## src/hw/rtl/pid_controller_antiwindup_assert.svh

```systemverilog
// Assertion macros for the PID controller block.
// Used by the top level; no other dependencies.
`ifndef PID_CONTROLLER_ANTIWINDUP_ASSERT_SVH
`define PID_CONTROLLER_ANTIWINDUP_ASSERT_SVH

// implication checked every edge outside reset
`define PID_ASSERT_IMP(label, ante, cons) \
    label: assert property (@(posedge clk) disable iff (!rst_n) (ante) |-> (cons)) \
        else $error("pid assertion failed");

// next-cycle implication
`define PID_ASSERT_NXT(label, ante, cons) \
    label: assert property (@(posedge clk) disable iff (!rst_n) (ante) |=> (cons)) \
        else $error("pid assertion failed");

`endif

```

## src/hw/rtl/pid_pkg.sv

```systemverilog
// Shared types and constants for the PID controller block.
// No dependencies.
package pid_pkg;
    localparam int OutMax = 25600;
    localparam int AccW   = 72;

    typedef enum logic [3:0] {
        ADDR_KP = 4'd0,
        ADDR_TI = 4'd4,
        ADDR_TD = 4'd8
    } addr_t;

    typedef enum logic [8:0] {
        ST_IDLE  = 9'b000000001,
        ST_MULP  = 9'b000000010,
        ST_INTA  = 9'b000000100,
        ST_DIVI  = 9'b000001000,
        ST_MULD  = 9'b000010000,
        ST_DIVD  = 9'b000100000,
        ST_SUM   = 9'b001000000,
        ST_OUT   = 9'b010000000,
        ST_CLAMP = 9'b100000000
    } state_t;
endpackage

```

## src/hw/rtl/pid_controller_antiwindup.sv

```systemverilog
// PID controller with integral clamp, bit-serial datapath.
// Depends on pid_pkg and pid_controller_antiwindup_assert.svh.
//
// One item at a time. The error is registered on acceptance, then Kp*error is
// formed by shift-add, the integral is updated and clamped, the
// integral division by Ti takes 64 restoring steps plus one to add it in,
// Td*delta takes 32 steps and the division by the time step 64 steps plus one;
// a zero time step skips the integral and derivative terms. A single
// shift-add / restoring subtract unit, one bit per cycle, does every step.
// The result sits in an output register; the next item is taken while that
// beat waits, and a finished result holds in the last step until it is free.
`include "pid_controller_antiwindup_assert.svh"
module pid_controller_antiwindup (
    input  logic        clk,
    input  logic        rst_n,
    input  logic        in_valid,
    output logic        in_stall,
    input  logic signed [15:0] setpoint,
    input  logic signed [23:0] measurement,
    input  logic [19:0] time_step,
    output logic        out_valid,
    input  logic        out_stall,
    output logic [14:0] drive_percent,
    input  logic        psel,
    input  logic        penable,
    input  logic        pwrite,
    input  logic [3:0]  paddr,
    input  logic [31:0] pwdata,
    output logic [31:0] prdata,
    output logic        pready
);
    import pid_pkg::*;

    logic [23:0] kp_reg;
    logic [31:0] ti_reg, td_reg;
    logic signed [63:0] integ_reg, integ_next;
    logic signed [25:0] perr_reg;
    state_t state_reg;
    logic [6:0]  cnt_reg;
    logic signed [25:0] err_reg;
    logic [19:0] dt_reg;
    // serial unit: multiplicand/divisor, shifting operand, accumulator
    logic [63:0] opa_reg;
    logic [63:0] opb_reg;
    logic [64:0] acc_reg;
    logic        neg_reg;
    logic signed [AccW-1:0] sum_reg;
    logic [14:0] out_reg;
    logic        ovalid_reg;

    logic signed [26:0] dlt;
    logic signed [AccW-1:0] quot_s;
    logic [64:0] rem_try;
    logic signed [63:0] lim;
    logic signed [46:0] edt;
    logic signed [65:0] integ_sum;
    logic cfg_wr;
    logic out_free;

    assign pready = 1'b1;
    assign cfg_wr = psel && penable && pwrite;
    assign in_stall = (state_reg != ST_IDLE);
    assign out_valid = ovalid_reg;
    assign drive_percent = out_reg;
    assign out_free = !ovalid_reg || !out_stall;

    always_comb
    begin
        unique case (paddr)
            ADDR_KP: prdata = {8'd0, kp_reg};
            ADDR_TI: prdata = ti_reg;
            ADDR_TD: prdata = td_reg;
            default: prdata = 32'd0;
        endcase
    end

    assign dlt = 27'(err_reg) - 27'(perr_reg);
    assign lim = 64'(ti_reg) * 64'sd25600;
    assign rem_try = {acc_reg[63:0], opb_reg[63]} - {1'b0, opa_reg};
    assign quot_s = neg_reg ? -AccW'($signed({1'b0, opb_reg})) : AccW'($signed({1'b0, opb_reg}));
    assign edt = 47'(err_reg) * 47'($signed({1'b0, dt_reg}));
    assign integ_sum = 66'(integ_reg) + 66'(edt);

    always_comb
    begin
        integ_next = integ_reg;
        if (integ_sum > 66'(lim))
            integ_next = lim;
        else if (integ_sum < -66'(lim))
            integ_next = -lim;
        else
            integ_next = integ_sum[63:0];
    end

    always_ff @(posedge clk or negedge rst_n)
    begin
        if (!rst_n)
        begin
            kp_reg <= 24'd65536;
            ti_reg <= '0;
            td_reg <= '0;
        end
        else if (cfg_wr)
        begin
            unique case (paddr)
                ADDR_KP: kp_reg <= pwdata[23:0];
                ADDR_TI: ti_reg <= pwdata;
                ADDR_TD: td_reg <= pwdata;
                default: ;
            endcase
        end
    end

    always_ff @(posedge clk or negedge rst_n)
    begin
        if (!rst_n)
        begin
            state_reg <= ST_IDLE;
            ovalid_reg <= 1'b0;
            integ_reg <= '0;
            perr_reg <= '0;
            cnt_reg <= '0;
        end
        else
        begin
            if (state_reg == ST_CLAMP && out_free)
                ovalid_reg <= 1'b1;
            else if (!out_stall)
                ovalid_reg <= 1'b0;
            unique case (state_reg)
                ST_IDLE:
                if (in_valid && !in_stall)
                begin
                    err_reg <= 26'($signed({setpoint, 8'd0})) - 26'(measurement);
                    dt_reg <= time_step;
                    state_reg <= ST_MULP;
                    cnt_reg <= '0;
                    acc_reg <= '0;
                    opa_reg <= 64'(kp_reg);
                    begin
                        logic signed [25:0] e;
                        e = 26'($signed({setpoint, 8'd0})) - 26'(measurement);
                        neg_reg <= e[25];
                        opb_reg <= 64'(e[25] ? -e : e);
                    end
                end
                ST_MULP:
                begin
                    // shift-add, LSB first; then truncate /65536 toward zero
                    if (opb_reg[0])
                        acc_reg <= acc_reg + 65'(opa_reg);
                    opa_reg <= opa_reg << 1;
                    opb_reg <= opb_reg >> 1;
                    cnt_reg <= cnt_reg + 7'd1;
                    if (cnt_reg == 7'd25)
                        state_reg <= ST_INTA;
                end
                ST_INTA:
                begin
                    begin
                        logic [63:0] p;
                        p = (opb_reg[0] ? acc_reg[63:0] + opa_reg : acc_reg[63:0]) >> 16;
                        sum_reg <= neg_reg ? -AccW'($signed({1'b0, p})) : AccW'($signed({1'b0, p}));
                    end
                    if (dt_reg == 20'd0)
                        state_reg <= ST_CLAMP;
                    else if (ti_reg != 32'd0)
                    begin
                        integ_reg <= integ_next;
                        neg_reg <= integ_next[63];
                        opb_reg <= integ_next[63] ? -integ_next : integ_next;
                        opa_reg <= 64'(ti_reg);
                        acc_reg <= '0;
                        cnt_reg <= '0;
                        state_reg <= ST_DIVI;
                    end
                    else
                        state_reg <= ST_MULD;
                    if (dt_reg != 20'd0 && ti_reg == 32'd0)
                    begin
                        acc_reg <= '0;
                        cnt_reg <= '0;
                        neg_reg <= dlt[26];
                        opb_reg <= 64'(dlt[26] ? -dlt : dlt);
                        opa_reg <= 64'(td_reg);
                    end
                end
                ST_DIVI, ST_DIVD:
                begin
                    // restoring division, one quotient bit a cycle
                    if (!rem_try[64])
                    begin
                        acc_reg <= rem_try;
                        opb_reg <= {opb_reg[62:0], 1'b1};
                    end
                    else
                    begin
                        acc_reg <= {acc_reg[63:0], opb_reg[63]};
                        opb_reg <= {opb_reg[62:0], 1'b0};
                    end
                    cnt_reg <= cnt_reg + 7'd1;
                    if (cnt_reg == 7'd63)
                        state_reg <= (state_reg == ST_DIVI) ? ST_SUM : ST_OUT;
                end
                ST_SUM:
                begin
                    sum_reg <= sum_reg + quot_s;
                    acc_reg <= '0;
                    cnt_reg <= '0;
                    neg_reg <= dlt[26];
                    opb_reg <= 64'(dlt[26] ? -dlt : dlt);
                    opa_reg <= 64'(td_reg);
                    state_reg <= ST_MULD;
                end
                ST_MULD:
                begin
                    if (td_reg == 32'd0)
                        state_reg <= ST_CLAMP;
                    else
                    begin
                        if (opb_reg[0])
                            acc_reg <= acc_reg + 65'(opa_reg);
                        opa_reg <= opa_reg << 1;
                        opb_reg <= opb_reg >> 1;
                        cnt_reg <= cnt_reg + 7'd1;
                        if (cnt_reg == 7'd31)
                        begin
                            // product done: start dividing by dt
                            opb_reg <= opb_reg[0] ? acc_reg[63:0] + opa_reg : acc_reg[63:0];
                            opa_reg <= 64'(dt_reg);
                            acc_reg <= '0;
                            cnt_reg <= '0;
                            state_reg <= ST_DIVD;
                        end
                    end
                end
                ST_OUT:
                begin
                    sum_reg <= sum_reg + quot_s;
                    state_reg <= ST_CLAMP;
                end
                ST_CLAMP:
                begin
                    // hold here while the previous beat still waits
                    if (out_free)
                    begin
                        if (sum_reg < 0)
                            out_reg <= '0;
                        else if (sum_reg > AccW'(OutMax))
                            out_reg <= 15'(OutMax);
                        else
                            out_reg <= sum_reg[14:0];
                        if (dt_reg != 20'd0)
                            perr_reg <= err_reg;
                        state_reg <= ST_IDLE;
                    end
                end
                default: state_reg <= ST_IDLE;
            endcase
        end
    end

    `PID_ASSERT_IMP(a_out_range, ovalid_reg, out_reg <= 15'(OutMax))
    `PID_ASSERT_IMP(a_busy_stall, state_reg != ST_IDLE, in_stall)
    `PID_ASSERT_NXT(a_clamp_valid, state_reg == ST_CLAMP && out_free, ovalid_reg && state_reg == ST_IDLE)
endmodule

```

## config.mk

```make
export PLATFORM = sky130hd
export DESIGN_NAME = pid_controller_antiwindup
export DESIGN_NICKNAME = d
export VERILOG_FILES = /design/src/hw/rtl/pid_pkg.sv /design/src/hw/rtl/pid_controller_antiwindup.sv
export VERILOG_INCLUDE_DIRS = /design/src /design/src/hw/rtl
export SDC_FILE = /design/constraint.sdc
export NUM_CORES = 2
export LEC_CHECK = 0
export BUFFER_PORTS_ARGS = -buffer_cell sky130_fd_sc_hd__buf_2
export CAP_MARGIN = 10
export CELL_PAD_IN_SITES_DETAIL_PLACEMENT = 1
export CELL_PAD_IN_SITES_GLOBAL_PLACEMENT = 1
export CORE_ASPECT_RATIO = 1.75
export CORE_UTILIZATION = 39
export DETAILED_ROUTE_END_ITERATION = 6
export PLACE_DENSITY = 0.74
export SYNTH_ARGS = -nofsm -noshare
export SYNTH_HDL_FRONTEND = slang
export SYNTH_SLANG_ARGS = --single-unit
```

## constraint.sdc

```tcl
create_clock -name clk -period 16.3 [get_ports clk]
set_input_delay 3.26 -clock clk [delete_from_list [all_inputs] [get_ports clk]]
set_output_delay 3.26 -clock clk [all_outputs]
set_load 0.1 [all_outputs]
```

# Word-level counts from Yosys, hierarchy flattened
# Cells that the tools add are included.
# word_totals
regBits,520
latch_bits,0
ram_bits,0
romBits,0
in_bits,103
wordCells,159
mem_count,0
# op_classes
addsub,15
mul,2
div,0
magnitude_cmp,4
eq_ne,24
shift,0
muxes,59
n_bitwise,1
reduce_logical,37
# ops
op,n
$mux 64,18
$mux 65,8
$pmux 65 s6,1
$pmux 64 s6,1
$pmux 64 s5,1
$mux 72,2
$pmux 72 s2,1
$pmux 32 s3,1
$add 72x72->72,1
$gt 72x16->1 const B,1
$lt 72x1->1 const B,1
$neg 48->72,1
$neg 64->72,1
$pmux 9 s8,1
$lt 65x66->1,1
$neg 47->66,1
$add 64x46->65,1
$add 65x64->65,1
$gt 65x48->1,1
$sub 65x64->65,1
$add 64x64->64,1
$logic_not 32->1,2
$neg 25->64,1
$neg 26->64,1
50 further kinds,92

# Depth between registers and ports, before layout
# depth
depth_word,11
mapped_depth,62
mapped_depth_nobuf,56

# Worst setup path after synthesis
# OpenSTA, ideal clock, no wires.
# synth_path
kind,register to register
startpoint,register err_reg[24]
endpoint,register opb_reg[58] (data pin)
setup_time_ns,0.277
t_arrival_ns,14.400
required_ns,16.023
slack_ns,1.623
path_stages_with_launch,52
n_path_buf,7
cell_sequence,edfxtp_1 clkbuf_1 and2_1 fa_1 inv_1 fa_1 fa_1 fa_1 inv_1 fa_1 fa_1 inv_1 fa_1 inv_1 ha_1 clkbuf_1 a211oi_1 o21bai_1 (+16 left out) nor3_4 buf_2 buf_2 nor3_2 clkbuf_1 nand2_1 ha_1 inv_1 nor3_1 nand3_1 or4_1 o31a_1 nor3b_1 nand4_4 nor4_4 a41oi_1 xor2_1 o221ai_1
# synth_via
elab_chain_cells,11
elab_cells_between_ends,15
cone_classes,add/sub (4); mul (1); order compare (2); mux (8)
# synth_lines
item,line_no,source
from (decl),pid_controller_antiwindup.sv:40,logic signed [25:0] err_reg;
from (signal assigned),pid_controller_antiwindup.sv:134,"err_reg <= 26'($signed({setpoint, 8'd0})) - 26'(measurement);"
$mul 25x21->46,pid_controller_antiwindup.sv:81,"assign edt = 47'(err_reg) * 47'($signed({1'b0, dt_reg}));"
$add 64x46->65,pid_controller_antiwindup.sv:82,assign integ_sum = 66'(integ_reg) + 66'(edt);
$lt 65x66->1,pid_controller_antiwindup.sv:89,else if (integ_sum < -66'(lim))
$mux 64,pid_controller_antiwindup.sv:89,
$mux 64,pid_controller_antiwindup.sv:87,if (integ_sum > 66'(lim))
$neg 64->64,pid_controller_antiwindup.sv:171,opb_reg <= integ_next[63] ? -integ_next : integ_next;
$mux 64,pid_controller_antiwindup.sv:171,
$mux 64,pid_controller_antiwindup.sv:167,else if (ti_reg != 32'd0)
$mux 64,pid_controller_antiwindup.sv:165,if (dt_reg == 20'd0)
$mux 64,pid_controller_antiwindup.sv:179,if (dt_reg != 20'd0 && ti_reg == 32'd0)
$pmux 64 s6 (*),pid_controller_antiwindup.sv:130,unique case (state_reg)
to (signal assigned),pid_controller_antiwindup.sv:144,opb_reg <= 64'(e[25] ? -e : e);
to (signal assigned),pid_controller_antiwindup.sv:171,
to (signal assigned),pid_controller_antiwindup.sv:184,opb_reg <= 64'(dlt[26] ? -dlt : dlt);
to (decl),pid_controller_antiwindup.sv:44,logic [63:0] opb_reg;
# Mark *: on every way between the ends. The rest lies on a longest branch, timed or not. The select of a mux whose other input is x is not followed.
# A chain may end at the register's enable or synchronous reset.

# Final worst setup path
# layout_path
startpoint,register dt_reg[7]
endpoint,register opb_reg[53] (data pin)
# layout_via
elab_chain_cells,11
elab_cells_between_ends,14
cone_classes,add/sub (2); mul (1); order compare (2); mux (7); reduce/logical (2)
# layout_lines
item,line_no,source
from (decl),pid_controller_antiwindup.sv:41,logic [19:0] dt_reg;
from (signal assigned),pid_controller_antiwindup.sv:135,dt_reg <= time_step;
$mul 25x21->46,pid_controller_antiwindup.sv:81,
$add 64x46->65,pid_controller_antiwindup.sv:82,
$lt 65x66->1,pid_controller_antiwindup.sv:89,
$mux 64,pid_controller_antiwindup.sv:89,
$mux 64,pid_controller_antiwindup.sv:87,
$neg 64->64,pid_controller_antiwindup.sv:171,
$mux 64,pid_controller_antiwindup.sv:171,
$mux 64,pid_controller_antiwindup.sv:167,
$mux 64,pid_controller_antiwindup.sv:165,
$mux 64 (*),pid_controller_antiwindup.sv:179,
$pmux 64 s6 (*),pid_controller_antiwindup.sv:130,
# Marked as above.

==> parameters.txt <==
Parameter                              Value

Detailed routing
  Number of vias per cell ... roughly 6
  Number of remaining DRC errors ... 33
  Post-DRT Antenna Nets ... 0
  1st-pass router iterations ... 7
  Overall via count from detail_route ... between 60,000 and 70,000
  Overall routed net length ... 330,000 microns
  Violation count after the first detailed-routing iteration ... between 4,000 and 5,000
  Average routed wire per standard cell ... approximately 30 microns

Worst setup path
  Cell occurring most often along the worst timing path ... sky130_fd_sc_hd__fa_1
  RR Startpoint ... dt_reg[7]
  Top cell family by delay on the critical path ... compound AO/OA/AOI/OAI gates
  Internal reg-to-reg setup slack ... 0.67 ns
  Type of the worst setup path ... reg2reg
  Largest stage delay on the critical path ... between 1 and 1.5 ns
  Worst r2r path cells ... between 40 and 50
  Crit path DAT ... roughly 16 ns
  Nature of the critical path startpoint ... register
  Worst path required time ... 16.76 ns
  Terminus of the critical flop-to-flop path ... opb_reg[53]
  Crit end category ... register
  Largest fanout on the critical path ... 32
  Cell with the largest stage delay on the worst path ... sky130_fd_sc_hd__edfxtp_1
  Bufs and invs on worst path ... 6

Place
  Detail Placement HPWL ... approximately 270,000 microns
  Gp weighted congestion ... between 1 and 1.5
  Placed instance count ... around 11,000
  Count of buffers from port buffering ... approximately 150

Cells and area
  Max reg flops ... roughly 70
  Post-layout nets ... roughly 10,000
  Area occupied by multi-input gates ... roughly 53,000 sq um
  Count of placed standard cells in the final layout, fillers left out ... around 11,000
  Final standard cell utilization of the core ... a little over two fifths
  Storage cell area ... roughly 15,000 sq um
  Number of fill cells ... 21,800
  Fraction of final layout cells sized beyond drive strength 1 ... a little over 8%
  Area growth syn-to-layout ... 8.73%

Floorplanning
  Core Area ... between 150,000 and 200,000 sq um
  Initial Utilization ... 39.2%
  Die ar. ... 189,000 sq um
  Die H ... 575 microns
  Number of rows created at floorplan ... 210
  Die Span X ... around 330 microns
  IO Count ... roughly 150

Logic synthesis
  Number of instances in the synthesized netlist ... between 8,000 and 9,000
  EDFF count, synth ... 325
  Cell types with the highest counts after synthesis ... 1,242 x sky130_fd_sc_hd__inv_1, 710 x sky130_fd_sc_hd__fa_1, 684 x sky130_fd_sc_hd__nand2_1
  Sequential-to-total area share from yosys stat ... around a fifth
  Warnings from Yosys ... 0
  Distinct cells, synth ... 119
  Synthesized Nets ... about 9,800
  Most area-hungry cell type in the Yosys netlist ... sky130_fd_sc_hd__fa_1
  Library cell with the highest instance count after synthesis ... sky130_fd_sc_hd__inv_1
  Area fraction of the dominant cell type after synthesis ... between 10% and 20%
  Number of synthesized register bits ... 519
  Post-synthesis cell area ... about 73,000 sq um
  Async set-reset flop share out of synthesis ... 37.4%
  Top cells by area, synth ... sky130_fd_sc_hd__fa_1 19%, sky130_fd_sc_hd__edfxtp_1 13%, sky130_fd_sc_hd__ha_1 10%, sky130_fd_sc_hd__dfrtp_1 6.6%, sky130_fd_sc_hd__inv_1 6.4%
  Main synth FF type ... sky130_fd_sc_hd__edfxtp_1
  Synthesized area per cell ... 8.71 sq um

GRT
  Pin count of the biggest net entering global routing ... 108
  First-pass GRT wire length ... about 480,000 microns
  Total global routing track utilization ... 34.5%
  GRT Residual Overflow ... 0
  Initial antenna violation count ... 29
  Number of global-route vias before repair ... 72,500

STA
  Min cycle time layout ... ~16 ns
  Number of setup violations in the final report ... 0
  Number of hold violations in the final report ... 0
  RSZ-0062 raised after global routing ... no
  Clock skew ... 0.0450 ns
  Transition at the pin with the smallest max-transition slack ... between 1 and 1.5 ns
  Total Neg Setup Slack ... 0 ns
  Worst Hold Margin ... between 0.4 and 0.5 ns
  Final period utilization ... between 90% and 100%
  Final Max Slew Viols ... 0
  Fmax achieved ... roughly 64 MHz
  Headroom to the max-slew limit ... under 10%

CTS
  Clock slew at reported path FFs ... about 0.07 ns
  Total clock sinks ... approximately 520
  CTS H-tree depth ... 2
  Clock root buffer ... sky130_fd_sc_hd__clkbuf_16
  Latest clock arrival within the worst-skew pair ... 0.74 ns
  TritonCTS clock tree ... yes
  Clock tree buffer depth ... 3
  Number of buffers created by CTS ... 60

Hold path
  Endpoint of the worst hold path ... integ_reg[11]
  Kind of path behind the tightest hold check ... reg2reg
  Start point of the worst min-delay path ... integ_reg[11]
  Hold-critical path depth ... 2

Status
  Failing checks ... DRC
  Outcome ... finished with violations

Flow run
  MaxCap Viol Count ... 0
## cell families after synthesis
| kind of cell | synth area share [%] |
|---|---|
| AOI/OAI and AO/OA | 18.1 |
| xor gates and xnor gates | 6.10 |
| muxes | 2.00 |
| other | 0.00512 |
| buffers and inverters | 8.48 |
| adders and majority gates | 29.6 |
| DFF | 20.0 |
| and+or+nand+nor | 15.8 |
## worst register-to-register path: cells and delay by family, from the launching register on
family	cells	cell delay, ns
xor gates and xnor gates	2	0.54
AOI/OAI and AO/OA	15	4.47
buffers and inverters	6	1.01
and+or+nand+nor	13	4.10
adders and majority gates	9	4.25
DFF	1	1.04
## placed cells by master, fill, tap and decap left out, drive strengths merged, types with 82 or more instances in the layout
cell / n
nand3: 129
nor3: 113
o22ai: 89
dfrtp: 192
mux2: 90
o21ai: 463
nand4: 82
a21o: 187
edfxtp: 325
nand2: 686
fa: 710
a21oi: 513
and2: 398
buf: 375
inv: 1248
xnor2: 350
nor2: 439
xor2: 158
ha: 593
## worst max-delay path by stage
stage	from	to	slack, ns	depth (start not counted)
after floorplan	err_reg[24]	opb_reg[58]	1.62	51
after global placement	dt_reg[14]	opb_reg[53]	0.49	44
after detailed placement	dt_reg[13]	opb_reg[53]	0.32	44
after CTS	dt_reg[14]	opb_reg[53]	0.31	44
after global routing	dt_reg[3]	opb_reg[36]	0.18	50
final	dt_reg[7]	opb_reg[53]	0.67	45
## what timing repair did
action,in CTS,in global routing
gates resized for setup,0,1
endpoints found under the setup margin,0,28
buffers inserted,0,26
hold buffers,0,0
## through the flow
step | cell area [sq um] | setup slack [ns]
3_3_place_gp | 77200 | 0.490
6_report | 79600 | 0.672
3_5_place_dp | 77200 | 0.324
2_1_floorplan | 73200 | 1.62
5_1_grt | 79600 | 0.182
4_1_cts | 79200 | 0.311
## layout make-up
class | count | area share [%]
multi-input combinational | 6253 | 66.1
timing repair buffer | 376 | 3.23
inverter | 1250 | 5.90
clock buffer | 71 | 1.98
clock inverter | 43 | 0.593
antenna | 10 | 0.0314
sequential | 519 | 18.4
tap | 2438 | 3.83
## routing by layer
metal	global-route usage (%)	wire, microns	vias up
met5	0	154	-
met4	34.3	39700	22
met1	32.4	105000	33700
li1	-	-	28900
met3	5.26	15800	1121
met2	62.2	168000	2193
Power is left out: the tool's default activity adds up to more than one toggle a clock period on the data nets, which glitch-free logic cannot reach.
